File: config.mk
export PLATFORM = sky130hd
export DESIGN_NAME = yapp_file_receiver_engine
export DESIGN_NICKNAME = d
export VERILOG_FILES = /design/src/rtl/core/yfre_pkg.sv /design/src/rtl/core/yfre_front.sv /design/src/rtl/core/yfre_cmd_fifo.sv /design/src/rtl/core/yfre_back.sv /design/src/rtl/core/yapp_file_receiver_engine.sv
export SDC_FILE = /design/constraint.sdc
export NUM_CORES = 1
export LEC_CHECK = 0
export BUFFER_PORTS_ARGS = -buffer_cell sky130_fd_sc_hd__buf_4
export CORE_ASPECT_RATIO = 1.75
export CORE_MARGIN = 8
export CORE_UTILIZATION = 38
export DETAILED_ROUTE_END_ITERATION = 10
export GPL_TIMING_DRIVEN = 0
export HOLD_SLACK_MARGIN = 0.15
export PLACE_DENSITY_LB_ADDON = 0.05
export SLEW_MARGIN = 20
export SYNTH_ARGS = -nofsm -noshare
export SYNTH_HDL_FRONTEND = slang
export SYNTH_SLANG_ARGS = --single-unit
export TNS_END_PERCENT = 10
File: constraint.sdc
create_clock -name clk -period 10.4 [get_ports clk]
set_clock_uncertainty 0.2 [all_clocks]
set_input_delay 1.04 -clock clk [delete_from_list [all_inputs] [get_ports clk]]
set_output_delay 1.04 -clock clk [all_outputs]
set_load 0.05 [all_outputs]
File: src/rtl/core/yfre_pkg.sv
// ----------------------------------------------------------------------------
// yfre_pkg: shared types and constants of the file receiver engine
// Protocol codes, command and result records, and the cancel text tables.
// ----------------------------------------------------------------------------
package yfre_pkg;

    typedef enum logic [1:0] {
        PS_WAIT_START,
        PS_WAIT_HEADER,
        PS_DATA,
        PS_CANCEL_WAIT
    } proto_state_t;

    typedef enum logic [1:0] {
        ACT_NONE,
        ACT_REPLY,
        ACT_STATUS,
        ACT_CANCEL
    } act_t;

    typedef enum logic [1:0] {
        MSG_OPER,
        MSG_RTO,
        MSG_TO,
        MSG_PV
    } msg_t;

    // Input kinds
    localparam logic [1:0] KIND_BYTE  = 2'd0;
    localparam logic [1:0] KIND_TICK  = 2'd1;
    localparam logic [1:0] KIND_ABORT = 2'd2;

    // Result destinations
    localparam logic [1:0] DEST_PEER   = 2'd0;
    localparam logic [1:0] DEST_DATA   = 2'd1;
    localparam logic [1:0] DEST_HEADER = 2'd2;
    localparam logic [1:0] DEST_STATUS = 2'd3;

    // Status codes
    localparam logic [3:0] STS_NONE        = 4'd0;
    localparam logic [3:0] STS_SESSION_END = 4'd1;
    localparam logic [3:0] STS_FILE_DONE   = 4'd2;
    localparam logic [3:0] STS_PEER_ABORT  = 4'd3;
    localparam logic [3:0] STS_TIMEOUT     = 4'd4;
    localparam logic [3:0] STS_NOT_READY   = 4'd5;
    localparam logic [3:0] STS_OPER_ABORT  = 4'd6;
    localparam logic [3:0] STS_PROTO_ERR   = 4'd7;
    localparam logic [3:0] STS_HEADER_DONE = 4'd8;

    // Frame type bytes
    localparam logic [7:0] FT_HEADER = 8'h01;
    localparam logic [7:0] FT_DATA   = 8'h02;
    localparam logic [7:0] FT_EOF    = 8'h03;
    localparam logic [7:0] FT_EOT    = 8'h04;
    localparam logic [7:0] FT_ENQ    = 8'h05;
    localparam logic [7:0] FT_ACK    = 8'h06;
    localparam logic [7:0] FT_DLE    = 8'h10;
    localparam logic [7:0] FT_NAK    = 8'h15;
    localparam logic [7:0] FT_CAN    = 8'h18;

    // Second byte of two-byte replies
    localparam logic [7:0] RPL_RR = 8'h01;
    localparam logic [7:0] RPL_RF = 8'h02;
    localparam logic [7:0] RPL_AF = 8'h03;
    localparam logic [7:0] RPL_AT = 8'h04;
    localparam logic [7:0] RPL_CA = 8'h05;

    // Result position counter width: up to 21 results per item
    localparam int RPOS_W = 5;

    localparam logic [8*19-1:0] TXT_OPER = "Aborted by operator";
    localparam logic [8*15-1:0] TXT_RTO  = "Receive timeout";
    localparam logic [8*7-1:0]  TXT_TO   = "Timeout";
    localparam logic [8*18-1:0] TXT_PV   = "Protocol violation";

    localparam logic [RPOS_W-1:0] LEN_OPER = 5'd19;
    localparam logic [RPOS_W-1:0] LEN_RTO  = 5'd15;
    localparam logic [RPOS_W-1:0] LEN_TO   = 5'd7;
    localparam logic [RPOS_W-1:0] LEN_PV   = 5'd18;

    typedef struct packed {
        logic                 stream_en;
        logic [1:0]           stream_dest;
        logic [7:0]           stream_byte;
        act_t                 act;
        logic [7:0]           arg;
        msg_t                 msg;
        logic [3:0]           status;
    } cmd_t;

    typedef struct packed {
        logic [1:0] dest;
        logic [7:0] data;
        logic       last;
        logic [3:0] status;
    } result_t;

    function automatic logic [RPOS_W-1:0] msg_len(msg_t m);
        logic [RPOS_W-1:0] n;
        n = LEN_PV;
        case (m)
            MSG_OPER: n = LEN_OPER;
            MSG_RTO:  n = LEN_RTO;
            MSG_TO:   n = LEN_TO;
            MSG_PV:   n = LEN_PV;
            default:  n = LEN_PV;
        endcase
        return n;
    endfunction

    // Character idx of the text, first character at idx 0
    function automatic logic [7:0] msg_char(msg_t m, logic [RPOS_W-1:0] idx);
        logic [7:0] c;
        c = 8'h00;
        case (m)
            MSG_OPER:
                if (idx < LEN_OPER) c = TXT_OPER[8*(int'(LEN_OPER) - 1 - int'(idx)) +: 8];
            MSG_RTO:
                if (idx < LEN_RTO) c = TXT_RTO[8*(int'(LEN_RTO) - 1 - int'(idx)) +: 8];
            MSG_TO:
                if (idx < LEN_TO) c = TXT_TO[8*(int'(LEN_TO) - 1 - int'(idx)) +: 8];
            MSG_PV:
                if (idx < LEN_PV) c = TXT_PV[8*(int'(LEN_PV) - 1 - int'(idx)) +: 8];
            default:
                c = 8'h00;
        endcase
        return c;
    endfunction

endpackage

File: src/rtl/core/yfre_front.sv
// ----------------------------------------------------------------------------
// yfre_front: frame delimiter and protocol state machine
// Accepts one item a cycle, tracks framing, idle time and protocol state,
// and issues at most one command record describing the results of that item.
// ----------------------------------------------------------------------------
module yfre_front
    import yfre_pkg::*;
#(
    parameter int FRAME_CAP = 300
) (
    input  logic       clk,
    input  logic       rst_n,
    input  logic       in_valid,
    input  logic [1:0] kind,
    input  logic [7:0] rx_byte,
    input  logic       cfg_wr_en,
    input  logic [7:0] cfg_wr_data,
    output logic       cmd_valid,
    output cmd_t       cmd
);

    localparam int CNT_W = $clog2(FRAME_CAP);
    localparam int N_W   = CNT_W + 1;

    proto_state_t     state_reg, state_next;
    logic [CNT_W-1:0] frame_count_reg, frame_count_next;
    logic [7:0]       frame_type_reg, frame_type_next;
    logic [7:0]       frame_len_reg, frame_len_next;
    logic [7:0]       enq_len_reg, enq_len_next;
    logic [7:0]       idle_ticks_reg, idle_ticks_next;
    logic [7:0]       timeout_reg;

    logic           is_byte, is_tick, is_abort;
    logic [N_W-1:0] n;
    logic [7:0]     ftype, flen, fenq;
    logic           frame_end;
    logic [N_W-1:0] data_len;
    logic [7:0]     idle_inc, limit;
    logic           tick_fire;
    logic           strm_en;
    logic [1:0]     strm_dest;
    proto_state_t   fr_state;
    act_t           fr_act;
    logic [7:0]     fr_arg;
    logic [3:0]     fr_status;

    // Decode of the current item
    always_comb
    begin
        is_byte  = in_valid && (kind == KIND_BYTE);
        is_tick  = in_valid && (kind == KIND_TICK);
        is_abort = in_valid && (kind == KIND_ABORT);

        n     = N_W'(frame_count_reg) + N_W'(1);
        ftype = (frame_count_reg == '0) ? rx_byte : frame_type_reg;
        if (frame_count_reg == '0)
            flen = 8'h00;
        else if (frame_count_reg == CNT_W'(1))
            flen = rx_byte;
        else
            flen = frame_len_reg;
        if (frame_count_reg == CNT_W'(2))
            fenq = rx_byte;
        else if (frame_count_reg == '0)
            fenq = 8'h00;
        else
            fenq = enq_len_reg;

        data_len = (flen == 8'h00) ? N_W'(256) : N_W'(flen);
        case (ftype)
            FT_ACK, FT_EOF, FT_EOT:
                frame_end = (n >= N_W'(2));
            FT_DATA:
                frame_end = (n >= N_W'(2)) && (n >= data_len + N_W'(2));
            FT_HEADER, FT_NAK, FT_CAN, FT_DLE:
                frame_end = (n >= N_W'(2)) && (n >= N_W'(flen) + N_W'(2));
            FT_ENQ:
                frame_end = ((n >= N_W'(2)) && (flen == 8'h01))
                          || ((n >= N_W'(3)) && (n >= N_W'(fenq) + N_W'(3)));
            default:
                frame_end = 1'b1;
        endcase
        if (n >= N_W'(FRAME_CAP))
            frame_end = 1'b1;

        // Stream payload from the third byte on
        strm_en   = 1'b0;
        strm_dest = DEST_DATA;
        if (frame_count_reg >= CNT_W'(2))
        begin
            if (state_reg == PS_DATA && ftype == FT_DATA)
            begin
                strm_en   = 1'b1;
                strm_dest = DEST_DATA;
            end
            else if (state_reg == PS_WAIT_HEADER && ftype == FT_HEADER && flen != 8'h00)
            begin
                strm_en   = 1'b1;
                strm_dest = DEST_HEADER;
            end
        end

        idle_inc  = (idle_ticks_reg == 8'hFF) ? 8'hFF : idle_ticks_reg + 8'd1;
        limit     = (timeout_reg == 8'h00) ? 8'h01 : timeout_reg;
        tick_fire = idle_inc >= limit;

        // Reaction to a completed frame
        fr_state  = state_reg;
        fr_act    = ACT_NONE;
        fr_arg    = RPL_CA;
        fr_status = STS_NONE;
        if (ftype == FT_CAN)
        begin
            fr_act    = ACT_REPLY;
            fr_arg    = RPL_CA;
            fr_status = STS_PEER_ABORT;
            fr_state  = PS_WAIT_START;
        end
        else
        begin
            case (state_reg)
                PS_WAIT_START:
                    if (ftype == FT_ENQ && flen == 8'h01)
                    begin
                        fr_act   = ACT_REPLY;
                        fr_arg   = RPL_RR;
                        fr_state = PS_WAIT_HEADER;
                    end
                    else if (ftype == FT_NAK)
                    begin
                        fr_act    = ACT_STATUS;
                        fr_status = STS_NOT_READY;
                    end
                PS_WAIT_HEADER:
                    if (ftype == FT_HEADER && flen != 8'h00)
                    begin
                        fr_act    = ACT_REPLY;
                        fr_arg    = RPL_RF;
                        fr_status = STS_HEADER_DONE;
                        fr_state  = PS_DATA;
                    end
                    else if (ftype == FT_ENQ && flen == 8'h01)
                    begin
                        fr_act = ACT_NONE;
                    end
                    else if (ftype == FT_EOT && flen == 8'h01)
                    begin
                        fr_act    = ACT_REPLY;
                        fr_arg    = RPL_AT;
                        fr_status = STS_SESSION_END;
                        fr_state  = PS_WAIT_START;
                    end
                    else
                    begin
                        fr_act    = ACT_CANCEL;
                        fr_status = STS_PROTO_ERR;
                        fr_state  = PS_CANCEL_WAIT;
                    end
                PS_DATA:
                    if (ftype == FT_DATA)
                    begin
                        fr_act = ACT_NONE;
                    end
                    else if (ftype == FT_EOF && flen == 8'h01)
                    begin
                        fr_act    = ACT_REPLY;
                        fr_arg    = RPL_AF;
                        fr_status = STS_FILE_DONE;
                        fr_state  = PS_WAIT_HEADER;
                    end
                    else
                    begin
                        fr_act    = ACT_CANCEL;
                        fr_status = STS_PROTO_ERR;
                        fr_state  = PS_CANCEL_WAIT;
                    end
                default:
                    if (ftype == FT_ACK && flen == 8'h05)
                    begin
                        fr_act    = ACT_STATUS;
                        fr_status = STS_SESSION_END;
                        fr_state  = PS_WAIT_START;
                    end
                    else
                    begin
                        fr_act = ACT_REPLY;
                        fr_arg = RPL_CA;
                    end
            endcase
        end
    end

    // Next state
    always_comb
    begin
        state_next       = state_reg;
        frame_count_next = frame_count_reg;
        frame_type_next  = frame_type_reg;
        frame_len_next   = frame_len_reg;
        enq_len_next     = enq_len_reg;
        idle_ticks_next  = idle_ticks_reg;
        if (is_byte)
        begin
            idle_ticks_next = 8'h00;
            if (frame_end)
            begin
                frame_count_next = '0;
                frame_type_next  = 8'h00;
                frame_len_next   = 8'h00;
                enq_len_next     = 8'h00;
                state_next       = fr_state;
            end
            else
            begin
                frame_count_next = n[CNT_W-1:0];
                frame_type_next  = ftype;
                frame_len_next   = flen;
                enq_len_next     = fenq;
            end
        end
        else if (is_tick)
        begin
            if (tick_fire)
            begin
                frame_count_next = '0;
                frame_type_next  = 8'h00;
                frame_len_next   = 8'h00;
                enq_len_next     = 8'h00;
                idle_ticks_next  = 8'h00;
                state_next = (state_reg == PS_CANCEL_WAIT) ? PS_WAIT_START : PS_CANCEL_WAIT;
            end
            else
            begin
                idle_ticks_next = idle_inc;
            end
        end
        else if (is_abort)
        begin
            frame_count_next = '0;
            frame_type_next  = 8'h00;
            frame_len_next   = 8'h00;
            enq_len_next     = 8'h00;
            idle_ticks_next  = 8'h00;
            state_next       = PS_WAIT_START;
        end
    end

    // Command output
    always_comb
    begin
        cmd             = '0;
        cmd.act         = ACT_NONE;
        cmd.msg         = MSG_PV;
        cmd.stream_dest = strm_dest;
        cmd.stream_byte = rx_byte;
        if (is_byte)
        begin
            cmd.stream_en = strm_en;
            if (frame_end)
            begin
                cmd.act    = fr_act;
                cmd.arg    = fr_arg;
                cmd.status = fr_status;
            end
        end
        else if (is_tick && tick_fire)
        begin
            cmd.status = STS_TIMEOUT;
            case (state_reg)
                PS_WAIT_START, PS_WAIT_HEADER:
                begin
                    cmd.act = ACT_CANCEL;
                    cmd.msg = MSG_RTO;
                end
                PS_DATA:
                begin
                    cmd.act = ACT_CANCEL;
                    cmd.msg = MSG_TO;
                end
                default:
                    cmd.act = ACT_STATUS;
            endcase
        end
        else if (is_abort)
        begin
            cmd.act    = ACT_CANCEL;
            cmd.msg    = MSG_OPER;
            cmd.status = STS_OPER_ABORT;
        end
        cmd_valid = in_valid && (cmd.stream_en || cmd.act != ACT_NONE);
    end

    always_ff @(posedge clk or negedge rst_n)
    begin
        if (!rst_n)
        begin
            state_reg       <= PS_WAIT_START;
            frame_count_reg <= '0;
            frame_type_reg  <= 8'h00;
            frame_len_reg   <= 8'h00;
            enq_len_reg     <= 8'h00;
            idle_ticks_reg  <= 8'h00;
            timeout_reg     <= 8'd120;
        end
        else
        begin
            state_reg       <= state_next;
            frame_count_reg <= frame_count_next;
            frame_type_reg  <= frame_type_next;
            frame_len_reg   <= frame_len_next;
            enq_len_reg     <= enq_len_next;
            idle_ticks_reg  <= idle_ticks_next;
            if (cfg_wr_en)
                timeout_reg <= cfg_wr_data;
        end
    end

endmodule

File: src/rtl/core/yfre_cmd_fifo.sv
// ----------------------------------------------------------------------------
// yfre_cmd_fifo: command queue between front and back
// Small register queue of command records; the head is shown combinationally.
// ----------------------------------------------------------------------------
module yfre_cmd_fifo
    import yfre_pkg::*;
#(
    parameter int DEPTH = 4
) (
    input  logic clk,
    input  logic rst_n,
    input  logic wr_en,
    input  cmd_t wr_data,
    output logic full,
    input  logic rd_en,
    output logic rd_valid,
    output cmd_t rd_data
);

    localparam int PTR_W = (DEPTH > 1) ? $clog2(DEPTH) : 1;
    localparam int CNT_W = $clog2(DEPTH + 1);

    cmd_t             mem_reg [DEPTH];
    logic [PTR_W-1:0] wr_ptr_reg, wr_ptr_next;
    logic [PTR_W-1:0] rd_ptr_reg, rd_ptr_next;
    logic [CNT_W-1:0] count_reg, count_next;
    logic             do_wr, do_rd;

    always_comb
    begin
        full     = (count_reg == CNT_W'(DEPTH));
        rd_valid = (count_reg != '0);
        rd_data  = mem_reg[rd_ptr_reg];
        do_wr    = wr_en && !full;
        do_rd    = rd_en && rd_valid;
        wr_ptr_next = wr_ptr_reg;
        rd_ptr_next = rd_ptr_reg;
        if (do_wr)
            wr_ptr_next = (wr_ptr_reg == PTR_W'(DEPTH - 1)) ? '0 : wr_ptr_reg + PTR_W'(1);
        if (do_rd)
            rd_ptr_next = (rd_ptr_reg == PTR_W'(DEPTH - 1)) ? '0 : rd_ptr_reg + PTR_W'(1);
        count_next = count_reg;
        if (do_wr && !do_rd)
            count_next = count_reg + CNT_W'(1);
        else if (do_rd && !do_wr)
            count_next = count_reg - CNT_W'(1);
    end

    always_ff @(posedge clk)
    begin
        if (do_wr)
            mem_reg[wr_ptr_reg] <= wr_data;
    end

    always_ff @(posedge clk or negedge rst_n)
    begin
        if (!rst_n)
        begin
            wr_ptr_reg <= '0;
            rd_ptr_reg <= '0;
            count_reg  <= '0;
        end
        else
        begin
            wr_ptr_reg <= wr_ptr_next;
            rd_ptr_reg <= rd_ptr_next;
            count_reg  <= count_next;
        end
    end

endmodule

File: src/rtl/core/yfre_back.sv
// ----------------------------------------------------------------------------
// yfre_back: result sequencer
// Expands the head command into result items into the result register that
// the consumer pops, one a cycle while that register is empty or popped.
// ----------------------------------------------------------------------------
module yfre_back
    import yfre_pkg::*;
(
    input  logic       clk,
    input  logic       rst_n,
    input  logic       head_valid,
    input  cmd_t       head,
    output logic       head_pop,
    output logic       empty,
    input  logic       pop,
    output logic [1:0] dest,
    output logic [7:0] out_byte,
    output logic       last,
    output logic [3:0] status
);

    logic [RPOS_W-1:0] pos_reg, pos_next;
    logic              out_valid_reg, out_valid_next;
    result_t           out_reg;
    result_t           item;
    logic [RPOS_W-1:0] act_len, total, k;
    logic              advance;

    always_comb
    begin
        case (head.act)
            ACT_REPLY:  act_len = RPOS_W'(2);
            ACT_STATUS: act_len = RPOS_W'(1);
            ACT_CANCEL: act_len = msg_len(head.msg) + RPOS_W'(2);
            default:    act_len = '0;
        endcase
        total = act_len + RPOS_W'(head.stream_en);
        k     = pos_reg - RPOS_W'(head.stream_en);

        item.dest = DEST_PEER;
        item.data = 8'h00;
        if (head.stream_en && pos_reg == '0)
        begin
            item.dest = head.stream_dest;
            item.data = head.stream_byte;
        end
        else
        begin
            case (head.act)
                ACT_REPLY:
                    item.data = (k == '0) ? FT_ACK : head.arg;
                ACT_STATUS:
                    item.dest = DEST_STATUS;
                ACT_CANCEL:
                    if (k == '0)
                        item.data = FT_CAN;
                    else if (k == RPOS_W'(1))
                        item.data = {{(8 - RPOS_W){1'b0}}, msg_len(head.msg)};
                    else
                        item.data = msg_char(head.msg, k - RPOS_W'(2));
                default:
                    item.data = 8'h00;
            endcase
        end
        item.last   = (pos_reg == total - RPOS_W'(1));
        item.status = item.last ? head.status : STS_NONE;

        advance  = head_valid && (!out_valid_reg || pop);
        head_pop = advance && item.last;
        pos_next = pos_reg;
        if (advance)
            pos_next = item.last ? '0 : pos_reg + RPOS_W'(1);
        out_valid_next = out_valid_reg;
        if (advance)
            out_valid_next = 1'b1;
        else if (pop)
            out_valid_next = 1'b0;
    end

    always_ff @(posedge clk)
    begin
        if (advance)
            out_reg <= item;
    end

    always_ff @(posedge clk or negedge rst_n)
    begin
        if (!rst_n)
        begin
            pos_reg       <= '0;
            out_valid_reg <= 1'b0;
        end
        else
        begin
            pos_reg       <= pos_next;
            out_valid_reg <= out_valid_next;
        end
    end

    assign empty    = !out_valid_reg;
    assign dest     = out_reg.dest;
    assign out_byte = out_reg.data;
    assign last     = out_reg.last;
    assign status   = out_reg.status;

endmodule

File: src/rtl/core/yapp_file_receiver_engine.sv
// ----------------------------------------------------------------------------
// yapp_file_receiver_engine: receiver side of a byte-oriented file transfer
// Frames link bytes, runs the receive protocol and emits replies, file data,
// header text and status as a queue of result items.
// ----------------------------------------------------------------------------
// The block takes one item (link byte, one-second tick or operator abort) per
// cycle whenever full is low, and every item is classified in the cycle it is
// accepted. Its results leave through the result queue at one item per cycle
// while pop is held: a streamed payload byte is one result, a reply two, and
// a cancel frame with its reason text up to 21. The front accepts items at one
// per cycle for as long as the command queue (CMD_DEPTH entries) has room, so
// the sustained rate is one item per cycle for data streaming and is set by the
// result sequencer's one-result-per-cycle port during reply bursts. Write
// timeout_seconds through cfg_wr_en/cfg_wr_data only while the block is idle;
// a value of zero acts as one. No clearing pass is needed after reset.
module yapp_file_receiver_engine
    import yfre_pkg::*;
#(
    parameter int FRAME_CAP = 300,
    parameter int CMD_DEPTH = 4
) (
    input  logic       clk,
    input  logic       rst_n,
    // input queue side
    input  logic       push,
    output logic       full,
    input  logic [1:0] kind,
    input  logic [7:0] rx_byte,
    // result queue side
    output logic       empty,
    input  logic       pop,
    output logic [1:0] dest,
    output logic [7:0] out_byte,
    output logic       last,
    output logic [3:0] status,
    // configuration
    input  logic       cfg_wr_en,
    input  logic [7:0] cfg_wr_data
);

    logic in_valid;
    logic cmd_valid;
    cmd_t cmd;
    logic head_valid;
    cmd_t head;
    logic head_pop;

    // Accept an item on every transfer; the command queue's room sets full.
    assign in_valid = push && !full;

    // Front: frame delimiting, timeout counting and protocol state.
    yfre_front #(
        .FRAME_CAP (FRAME_CAP)
    ) u_front (
        .clk         (clk),
        .rst_n       (rst_n),
        .in_valid    (in_valid),
        .kind        (kind),
        .rx_byte     (rx_byte),
        .cfg_wr_en   (cfg_wr_en),
        .cfg_wr_data (cfg_wr_data),
        .cmd_valid   (cmd_valid),
        .cmd         (cmd)
    );

    // Hold commands so the front keeps going while a reply burst drains.
    yfre_cmd_fifo #(
        .DEPTH (CMD_DEPTH)
    ) u_cmd_fifo (
        .clk      (clk),
        .rst_n    (rst_n),
        .wr_en    (cmd_valid),
        .wr_data  (cmd),
        .full     (full),
        .rd_en    (head_pop),
        .rd_valid (head_valid),
        .rd_data  (head)
    );

    // Back: expand each command into result transfers.
    yfre_back u_back (
        .clk        (clk),
        .rst_n      (rst_n),
        .head_valid (head_valid),
        .head       (head),
        .head_pop   (head_pop),
        .empty      (empty),
        .pop        (pop),
        .dest       (dest),
        .out_byte   (out_byte),
        .last       (last),
        .status     (status)
    );

endmodule

==> impl_metrics.json <==
{
  "synth_top_family_by_area": "simple AND/OR/NAND/NOR gates",
  "drt-initial-drc-count": 351,
  "cp_slowest_stage_delay_ns": 0.56,
  "slew_violations": 0,
  "dpl.hpwl_mm": 22.80,
  "overflow": 0,
  "yosysSeqAreaShare": 0.4454,
  "synth_edf_count": 103,
  "grtUsageTotal": 0.1843,
  "switching_share": 0.4688,
  "antenna-diode-count": 0,
  "syn_area_mm2": 0.01055,
  "first_global_vias": 8394,
  "yosysUniqueCellTypes": 84,
  "crit_type": "reg2reg",
  "crit_cells": 24,
  "cts.reportedPaths.clkPinSlew_ns": 0.07,
  "syn_inst": 1001,
  "crit_chain": "clkbuf_1 > nor3_1 > and3_1 > clkbuf_1 > a22o_1 > ha_1 > and3_1 > nand3_1 > xor2_1 > ha_1 > or2_2 > a221o_1 > a31oi_1 > o211ai_1 > a21oi_1 > o211a_1 > o21ai_2 > buf_6 > a311oi_2 > o21ai_2 > ha_1 > inv_1 > fa_1 > mux2_2",
  "fin_nets": 1150,
  "grt_pass1_wl_mm": 47.05,
  "grt_antenna_before_repair": 0,
  "synthSimpleGateAreaFrac": 0.1613,
  "synth_top_cell_by_area": "edfxtp_1",
  "synth_compound_area_frac": 0.1593,
  "rr_worst_depth": 24,
  "cts_tree": "yes",
  "die_h_um": 236.4,
  "period_share": 0.6341,
  "yosys.area_share.xor_xnor": 0.04767,
  "arrival_ns": 6.73,
  "p_int_mw": 1.783,
  "ir_drop_v": 0.0001783,
  "synth_top_flop_cell": "edfxtp_1",
  "power-per-cell-area_mw_per_mm2": 283.0,
  "postCtsSetupBuffers": 0,
  "start_util": 0.3861,
  "async_reset_ff_frac": 0.3832,
  "clkPwrFrac": 0.178,
  "fmax_mhz": 151.6,
  "setup_violations": 0,
  "hold_viol": 0,
  "cts_buffers": 17,
  "maxCapViolCount": 0,
  "cts-root-buf": "clkbuf_16",
  "pwr-share-comb": 0.563,
  "ioPinCount": 40,
  "synth_top_cell_area_share": 0.2931,
  "vias": 7938,
  "gp_congestion": 0.9233,
  "holdWs_ns": 0.2733,
  "htree_num_levels": 4,
  "grt_max_degree": 65,
  "cp.required_ns": 10.53,
  "yosys-mux-area-fraction": 0.07186,
  "reg2reg_slack_ns": 3.81,
  "cp-start-kind": "register",
  "cts_buffer_depth": 2,
  "insertion_delay_ns": 0.45,
  "critPathMaxFanout": 10,
  "hp-class": "reg2reg",
  "rows": 80,
  "drive_gt1_frac": 0.1259,
  "crit_path_top_delay_cell": "nor3_1",
  "core_region_area_mm2": 0.02733,
  "postCtsHoldBufs": 0,
  "crit_path_end_kind": "register",
  "final_cell_mix": "103 x edfxtp_1, 84 x nand2_1, 67 x ha_1",
  "syn_to_final_growth_pct": 12.37,
  "synth_adder_area_share": 0.08135,
  "tightest_slew_ns": 1.106,
  "cp_top_family": "compound AO/OA/AOI/OAI gates",
  "fin_setup_tns_ns": 0,
  "finish.utilization": 0.4339,
  "p_leak_nw": 4.693,
  "p_seq_frac": 0.259,
  "dr.pass1.iters": 8,
  "port_buffers": 39,
  "yosys_warnings": 0,
  "synth_area_per_cell_um2": 10.54,
  "crit_start": "u_front.frame_count_reg[2]",
  "status": "complete, no violations",
  "cts_sinks": 167,
  "rsz0062_at_grt": "no",
  "final_antenna_net_count": 0,
  "cp-endpoint": "u_cmd_fifo.count_reg[1]",
  "max-slew-margin-rel": 0.2433,
  "wl_per_cell_um": 20.64,
  "die_w_um": 142.0,
  "syn_nets": 1092,
  "synth_area_leaders": "edfxtp_1 29%, dfrtp_1 14%, ha_1 7.9%, mux4_2 4.7%, nand2_1 3.0%",
  "die-area_mm2": 0.03357,
  "p_total_mw": 3.356,
  "crit_buf_inv": 4,
  "via_per_inst": 5.509,
  "power.net_switching_mw": 1.573,
  "ctsResizeCount": 0,
  "largest_register_ffs": 88,
  "post-route-drc-count": 0,
  "reg2reg_from": "u_front.frame_count_reg[2]",
  "finalCriticalPeriod_ns": 6.595,
  "routed_wl_mm": 29.75,
  "crit_top_cell": "ha_1",
  "reg2reg_to": "u_cmd_fifo.count_reg[1]",
  "ys_seq_elements": 167,
  "mostFrequentLayoutCell": "edfxtp_1"
}
-- layer usage --
metal / vias up / global-route usage / wire length [um]
met4: 0 / 0.1001 / 1265
met2: 112 / 0.3678 / 17210
met3: 63 / 0.02488 / 471
li1: 3871 / - / -
met1: 3892 / 0.1731 / 10800
met5: - / 0 / 0
-- worst min-delay path, stage by stage (launching register included) --
cell and delay [ns]:
dfrtp_1 0.34, nand2_1 0.05, o31ai_1 0.05
-- cell usage after synthesis (all sizes together), types with 16 or more instances --
cell      n
xor2     16
ha       67
and2     19
clkbuf   28
nor3     26
o21ai    46
xnor2    31
nand3    44
a22o     35
inv      45
a21oi    58
and3     21
nand2    84
dfrtp    60
nor2b    16
mux4     22
nor2     67
edfxtp  103
-- worst min-delay path by stage --
stage | start | to | slack, ns | depth (start not counted)
5_1_grt | u_front.frame_type_reg[7] | u_front.frame_type_reg[7] | 0.29 | 1
4_1_cts | u_front.enq_len_reg[7] | u_front.enq_len_reg[7] | 0.28 | 2
2_1_floorplan | u_front.enq_len_reg[0] | u_front.enq_len_reg[0] | 0.24 | 2
3_3_place_gp | u_front.enq_len_reg[7] | u_front.enq_len_reg[7] | 0.25 | 2
3_5_place_dp | u_front.enq_len_reg[7] | u_front.enq_len_reg[7] | 0.26 | 2
6_report | u_front.enq_len_reg[7] | u_front.enq_len_reg[7] | 0.27 | 2
-- layout make-up --
| class | count | area, um^2 |
|---|---|---|
| buffer | 40 | 170.2 |
| clock buffer | 17 | 425.4 |
| clock inverter | 15 | 120.1 |
| fill | 2700 | 15470 |
| inverter | 47 | 176.4 |
| multi-input combinational | 747 | 5510 |
| sequential | 167 | 4700 |
| tap | 369 | 461.7 |
| timing repair buffer | 39 | 292.8 |
-- power groups by stage --
stage | logic, mW | registers, mW | clock network, mW
final | 1.89 | 0.869 | 0.598
after global routing | 2.06 | 0.881 | 0.638
after CTS | 1.89 | 0.871 | 0.617
after detailed placement | 1.89 | 0.885 | 0
after global placement | 1.89 | 0.884 | 0
after floorplan | 1.29 | 0.961 | 0
-- stage by stage --
stage	cells	instance area (um^2)	worst slack [ns]
after floorplan	1001	10550	4.923
after global placement	1409	11310	3.642
after detailed placement	1409	11310	3.779
after CTS	1441	11860	3.763
after global routing	1441	11860	3.350
final	1441	11860	3.805
-- kinds of logic after synthesis --
group,after synthesis
other,1
xor gates and xnor gates,51
DFF,167
and+or+nand+nor,336
muxes,46
AOI/OAI and AO/OA,245
adders and majority gates,68
buffers and inverters,87
Power figures use the tool's default switching activity.
